$ cat config.mk
export PLATFORM = sky130hd
export DESIGN_NAME = orrt_ctrl
export DESIGN_NICKNAME = d
export VERILOG_FILES = /design/src/rtl/orrt_pkg.sv /design/src/rtl/orrt_ctrl.sv
export SDC_FILE = /design/constraint.sdc
export NUM_CORES = 1
export LEC_CHECK = 0
export ABC_AREA = 1
export BUFFER_PORTS_ARGS = -buffer_cell sky130_fd_sc_hd__buf_2
export CELL_PAD_IN_SITES_DETAIL_PLACEMENT = 1
export CELL_PAD_IN_SITES_GLOBAL_PLACEMENT = 2
export CORE_MARGIN = 1.5
export CORE_UTILIZATION = 19
export CTS_BUF_LIST = sky130_fd_sc_hd__clkbuf_4 sky130_fd_sc_hd__clkbuf_8 sky130_fd_sc_hd__clkbuf_16
export DETAILED_ROUTE_END_ITERATION = 16
export PLACE_DENSITY_LB_ADDON = 0.1
export SYNTH_ARGS = -nofsm -noshare
export SYNTH_HDL_FRONTEND = slang
export SYNTH_SLANG_ARGS = --single-unit
$ cat constraint.sdc
create_clock -name clk -period 1.1 [get_ports clk]
set_input_delay 0.22 -clock clk [delete_from_list [all_inputs] [get_ports clk]]
set_output_delay 0.22 -clock clk [all_outputs]
set_load 0.05 [all_outputs]
$ cat src/rtl/orrt_pkg.sv
// Shared types, codes and field widths of the ordered range rule table.
package orrt_pkg;

  localparam int RULE_ENTRIES_DEF = 64;

  localparam int ADDR_W     = 32;
  localparam int PORT_W     = 16;
  localparam int OP_W       = 2;
  localparam int STAT_W     = 3;
  localparam int POS_W      = 6;
  localparam int HELD_W     = 7;
  localparam int IN_DATA_W  = 144;
  localparam int IN_USER_W  = 4;
  localparam int OUT_DATA_W = 16;
  localparam int OUT_USER_W = 3;

  // command codes
  localparam logic [OP_W-1:0] OP_ADD = 2'd0;
  localparam logic [OP_W-1:0] OP_DEL = 2'd1;
  localparam logic [OP_W-1:0] OP_CHK = 2'd2;

  // result codes
  localparam logic [STAT_W-1:0] ST_ADDED     = 3'd0;
  localparam logic [STAT_W-1:0] ST_INVALID   = 3'd1;
  localparam logic [STAT_W-1:0] ST_FULL      = 3'd2;
  localparam logic [STAT_W-1:0] ST_DELETED   = 3'd3;
  localparam logic [STAT_W-1:0] ST_NOT_FOUND = 3'd4;
  localparam logic [STAT_W-1:0] ST_ACCEPTED  = 3'd5;
  localparam logic [STAT_W-1:0] ST_REJECTED  = 3'd6;

  // one table entry; hi bounds equal lo bounds for single values
  typedef struct packed {
    logic [ADDR_W-1:0] lo_addr;
    logic [ADDR_W-1:0] hi_addr;
    logic [PORT_W-1:0] lo_port;
    logic [PORT_W-1:0] hi_port;
    logic [1:0]        flags;    // bit 0 address range, bit 1 port range
  } rule_t;

  // controller -> datapath
  typedef struct packed {
    logic load;
    logic scan_clr;
    logic scan_run;
    logic emit;
  } cmd_t;

  // datapath -> controller
  typedef struct packed {
    logic need_scan;
    logic scan_done;
    logic chk_hit;
    logic out_free;
  } stat_t;

endpackage

$ cat src/rtl/orrt_ctrl.sv
// Command sequencer of the rule table: accept, decode, scan, result.
module orrt_ctrl (
  input  logic           clk,
  input  logic           rst_n,
  input  logic           in_tvalid,
  output logic           in_tready,
  input  orrt_pkg::stat_t stat,
  output orrt_pkg::cmd_t  cmd
);
  import orrt_pkg::*;

  typedef enum logic [3:0] {
    S_IDLE   = 4'b0001,
    S_DECODE = 4'b0010,
    S_SCAN   = 4'b0100,
    S_DONE   = 4'b1000
  } state_t;

  state_t state_r, state_nxt;

  assign in_tready = (state_r == S_IDLE);

  always_comb begin
    state_nxt = state_r;
    cmd       = '0;
    unique case (state_r)
      S_IDLE: begin
        if (in_tvalid) begin
          cmd.load  = 1'b1;
          state_nxt = S_DECODE;
        end
      end
      S_DECODE: begin
        cmd.scan_clr = 1'b1;
        state_nxt    = stat.need_scan ? S_SCAN : S_DONE;
      end
      S_SCAN: begin
        cmd.scan_run = 1'b1;
        if (stat.scan_done || stat.chk_hit) begin
          state_nxt = S_DONE;
        end
      end
      S_DONE: begin
        if (stat.out_free) begin
          cmd.emit  = 1'b1;
          state_nxt = S_IDLE;
        end
      end
      default: state_nxt = S_IDLE;
    endcase
  end

  always_ff @(posedge clk) begin
    if (!rst_n) begin
      state_r <= S_IDLE;
    end else begin
      state_r <= state_nxt;
    end
  end

  a_emit_free: assert property (@(posedge clk) disable iff (!rst_n)
    cmd.emit |-> stat.out_free)
    else $error("result issued while output register busy");

  a_one_cmd: assert property (@(posedge clk) disable iff (!rst_n)
    $onehot0({cmd.load, cmd.scan_clr, cmd.scan_run, cmd.emit}))
    else $error("more than one command at once");

  a_ready_after_emit: assert property (@(posedge clk) disable iff (!rst_n)
    cmd.emit |=> in_tready)
    else $error("not ready after result");

endmodule

=== Word-level counts from Yosys, hierarchy flattened ===
Cells that the tools add are included.

* Logic and storage cells: 21
* Input port bits: 7
* Output and inout port bits: 5
* Bits in registers: 4

* Eq/ne operators: 7
* Reduce and logical (&&, ||, !) cells: 2
* Mux-type cells: 11

{| class="wikitable"
|+ Operators with widths
! operator !! count
|-
| $mux 4 || 4
|-
| $pmux 4 s4 || 1
|-
| $mux 1 || 6
|-
| $ne 2x2->1 const B || 3
|-
| $eq 4x1->1 const B || 1
|-
| $eq 4x2->1 const B || 1
|-
| $eq 4x3->1 const B || 1
|-
| $eq 4x4->1 const B || 1
|-
| $reduce_and 3->1 || 1
|-
| $logic_or 1x1->1 || 1
|}

=== Logic depth before layout (Yosys ltp) ===
* Word-level depth: 3
* Depth in mapped cells: 7
* Depth with buffers taken out: 7

=== Worst setup path before layout ===
Ideal clock, no wire load.

* Path type: register to output
* From: register state_r[0]
* To: output cmd[3] (netlist bit)
* Required time: 0.880 ns
* Buffers on the path: 0
* Setup slack: -0.351 ns
* Data arrival time: 1.231 ns
* Stages on the path, launching flop included: 5
* Path through: dfxtp_1 > inv_1 > nor2_1 > nand2_1 > nor2_1

{| class="wikitable"
|+ RTL lines
! what !! line !! text
|-
| start, declared || orrt_ctrl.sv:19 || <nowiki>state_t state_r, state_nxt;</nowiki>
|-
| start signal, assigned || orrt_ctrl.sv:57 || <nowiki>state_r <= state_nxt;</nowiki>
|-
| end, declared || orrt_ctrl.sv:8 || <nowiki>output orrt_pkg::cmd_t cmd</nowiki>
|}

==> out/qor.yml <==
status:
  status: "complete, but fails checks"
  violations: "negative setup slack"
finish:
  area_growth_pct: 133
  reg_top3: "state_r: 4 flops"
  final_area_um2: 622
  largest_reg_flops: 4
  layout-drive-gt1-share: 0.767
  regMostFlops: "state_r"
  fin_nets: 82
  diodes: 0
synth:
  synthTopCellsByCount: "9 x inv_1, 9 x nand2_1, 8 x nor2_1"
  seq_area_frac_synth: 0.300
  synth.cell_area_um2: 267
  ys_ff_latch: 4
  yosysTopAreaCell: "dfxtp_1"
  netlist.area_leader.share: 0.300
  ys.flop_type: "dfxtp_1"
  yosysWarnings: 0
  synthTopCellsByArea: "dfxtp_1 30%, inv_1 13%, nand2_1 13%, nand3_2 11%, nor2_1 11%"
  synth_enable_flop_cells: 0
  synthCells: 44
  async_flop_share: 0
  synth_cell_type_count: 11
  syn_avg_cell_area_um2: 6.06
  synth.net_count: 51
critical_path:
  required_ns: 0.88
  rr_endpoint: "state_r[3]"
  crit_buf_inv: 2
  endpoint_kind: "output port"
  r2r_cells: 10
  path_delay_family: "flip-flops"
  critPathMaxFanout: 3
  arrival_ns: 1.11
  crit_chain: "nor2_4 > nand3_2 > clkinvlp_4 > buf_8"
  r2r_setup_slack_ns: -0.17
  critical_path_class: "register to output port"
  cpMaxStageDelayCell: "dfxtp_4"
  cp-start-kind: "register"
  crit_path_max_incr_delay_ns: 0.35
  r2r-start: "state_r[0]"
route:
  via_count: 368
  highest-signal-layer: "met3"
  wirelength_um: 916
  wl_per_cell_um: 10.4
  route.met3.wl_um: 39
  first_iter_violations: 1
  m1WireLength_um: 360
  drc: 0
  vias_per_cell: 4.18
  first_pass_iters: 2
  postRouteAntennaNets: 0
  dr_wl_met2_um: 516
clocking:
  cts_tree: "built"
  clock_sinks: 4
  worstSkewPairLatency_ns: 0.23
  clockBufferDepth: 2
  clk_pin_slew_ns: 0.04
  cts_made_buffers: 3
  root_buffer: "clkbuf_4"
  hold_buffers: 0
  h-tree-depth: 1
flow_run:
  drv_cap: 0
power_and_ir_drop:
  totalPowerFinal_w: 0.000842
  leakage_nw: 0.295
  ir_worst_vdd_v: 0.000663
  p_per_area_nw_per_um2: 1350
global_route:
  grt_pass1_vias: 380
  track_usage: 0.136
  grt_pass1_wl_um: 1420
  overflow: 0
  grt_max_degree: 4
  antenna_found_initial: 0
floorplan:
  die_area_um2: 1640
  rows: 13
  fp.dieH_um: 40.5
  io_pins: 12
  die_width_um: 40.5
  initial_core_util: 0.205
  core_um2: 1300
hold_path:
  min_path_type: "input pin to register"
  hold_path.startpoint: "rst_n"
  hold_path_depth: 2
  holdPathEnd: "state_r[0]"
placed_design:
  detailedPlace.worstSlack_ns: -0.119
  dpl_cell_area_um2: 429
  gp_congestion: 0.735
  io_buffers: 11
  hpwl_um: 687
timing:
  fmax_mhz: 755
  setup_viol: 7
  rsz0062_at_grt: "yes"
  setup_ws_ns: -0.225
  fin_skew_ns: 0.00362
  drv_slew: 0
  period_needed_ns: 1.33
  slew_headroom: 0.857
  tightest_slew_ns: 0.213
  finalHoldViolCount: 0
  layout_worst_path_cycle_share: 1.20
==> cell type report <==
cell class	count	area [µm²]
fill	169	679
clock buffer	3	22.5
tap	15	18.8
multi-input combinational	30	225
sequential	4	90.1
timing repair buffer	26	214
inverter	10	51.3
==> cell usage in the layout, fill, tap and decap left out <==
master and n:
nand3_1 1, o21ai_1 1, clkbuf_4 3, buf_2 6
dfxtp_2 2, dfxtp_4 2, inv_2 3, a21oi_2 1
nand3_2 4, nand2_2 2, nor3_1 1, buf_6 1
nand2_1 6, inv_1 3, inv_4 1, nor2_4 7
buf_8 4, nand3_4 1, nor2_1 5, buf_4 15
nand2_4 1, clkinvlp_4 3
==> through the flow <==
step | hold slack [ns] | setup TNS (ns) | util | std cells
2_1_floorplan | 0.304 | -0.0353 | - | 44
3_3_place_gp | 0.442 | -0.439 | 0.330 | 77
3_5_place_dp | 0.447 | -0.549 | 0.330 | 77
4_1_cts | 0.203 | -1.47 | 0.465 | 88
5_1_grt | 0.207 | -1.76 | 0.478 | 88
6_report | 0.214 | -1.30 | 0.478 | 88
==> routing by layer <==
| metal | global-route usage | vias up |
|---|---|---|
| li1 | - | 190 |
| met1 | 0.134 | 168 |
| met2 | 0.254 | 10 |
| met3 | 0.0167 | 0 |
| met4 | 0.100 | 0 |
| met5 | 0 | - |
==> power breakdown <==
part	switching, W	internal (W)
sequential	0.0000298	0.000165
clock	0.0000525	0.000122
combinational	0.000254	0.000219
total	0.000336	0.000506
==> cell families (layout without fill, tap and decap cells) <==
logic type | Yosys count | after routing | share of synthesized area
simple gates | 28 | 28 | 0.521
buf+inv | 10 | 39 | 0.141
flops | 4 | 4 | 0.300
compound gates | 2 | 2 | 0.0375
==> worst max-delay path by stage <==
| stage | start | end | slack [ns] | cells past startpoint |
|---|---|---|---|---|
| 6_report | state_r[2] | cmd[2] | -0.23 | 4 |
| 5_1_grt | state_r[2] | cmd[2] | -0.29 | 4 |
| 4_1_cts | state_r[0] | cmd[3] | -0.23 | 5 |
| 3_5_place_dp | state_r[0] | cmd[3] | -0.12 | 5 |
| 3_3_place_gp | state_r[0] | cmd[3] | -0.09 | 5 |
| 2_1_floorplan | state_r[0] | cmd[0] | -0.02 | 3 |
==> repair_timing <==
item / CTS / global route
endpoints found under the setup margin: 7 / 8
hold endpoints to repair: 0 / 0
pin swaps: 10 / 1
gates resized for setup: 30 / 3
setup buffers: 8 / 0
No activity file was read; power rests on OpenSTA's default activity.
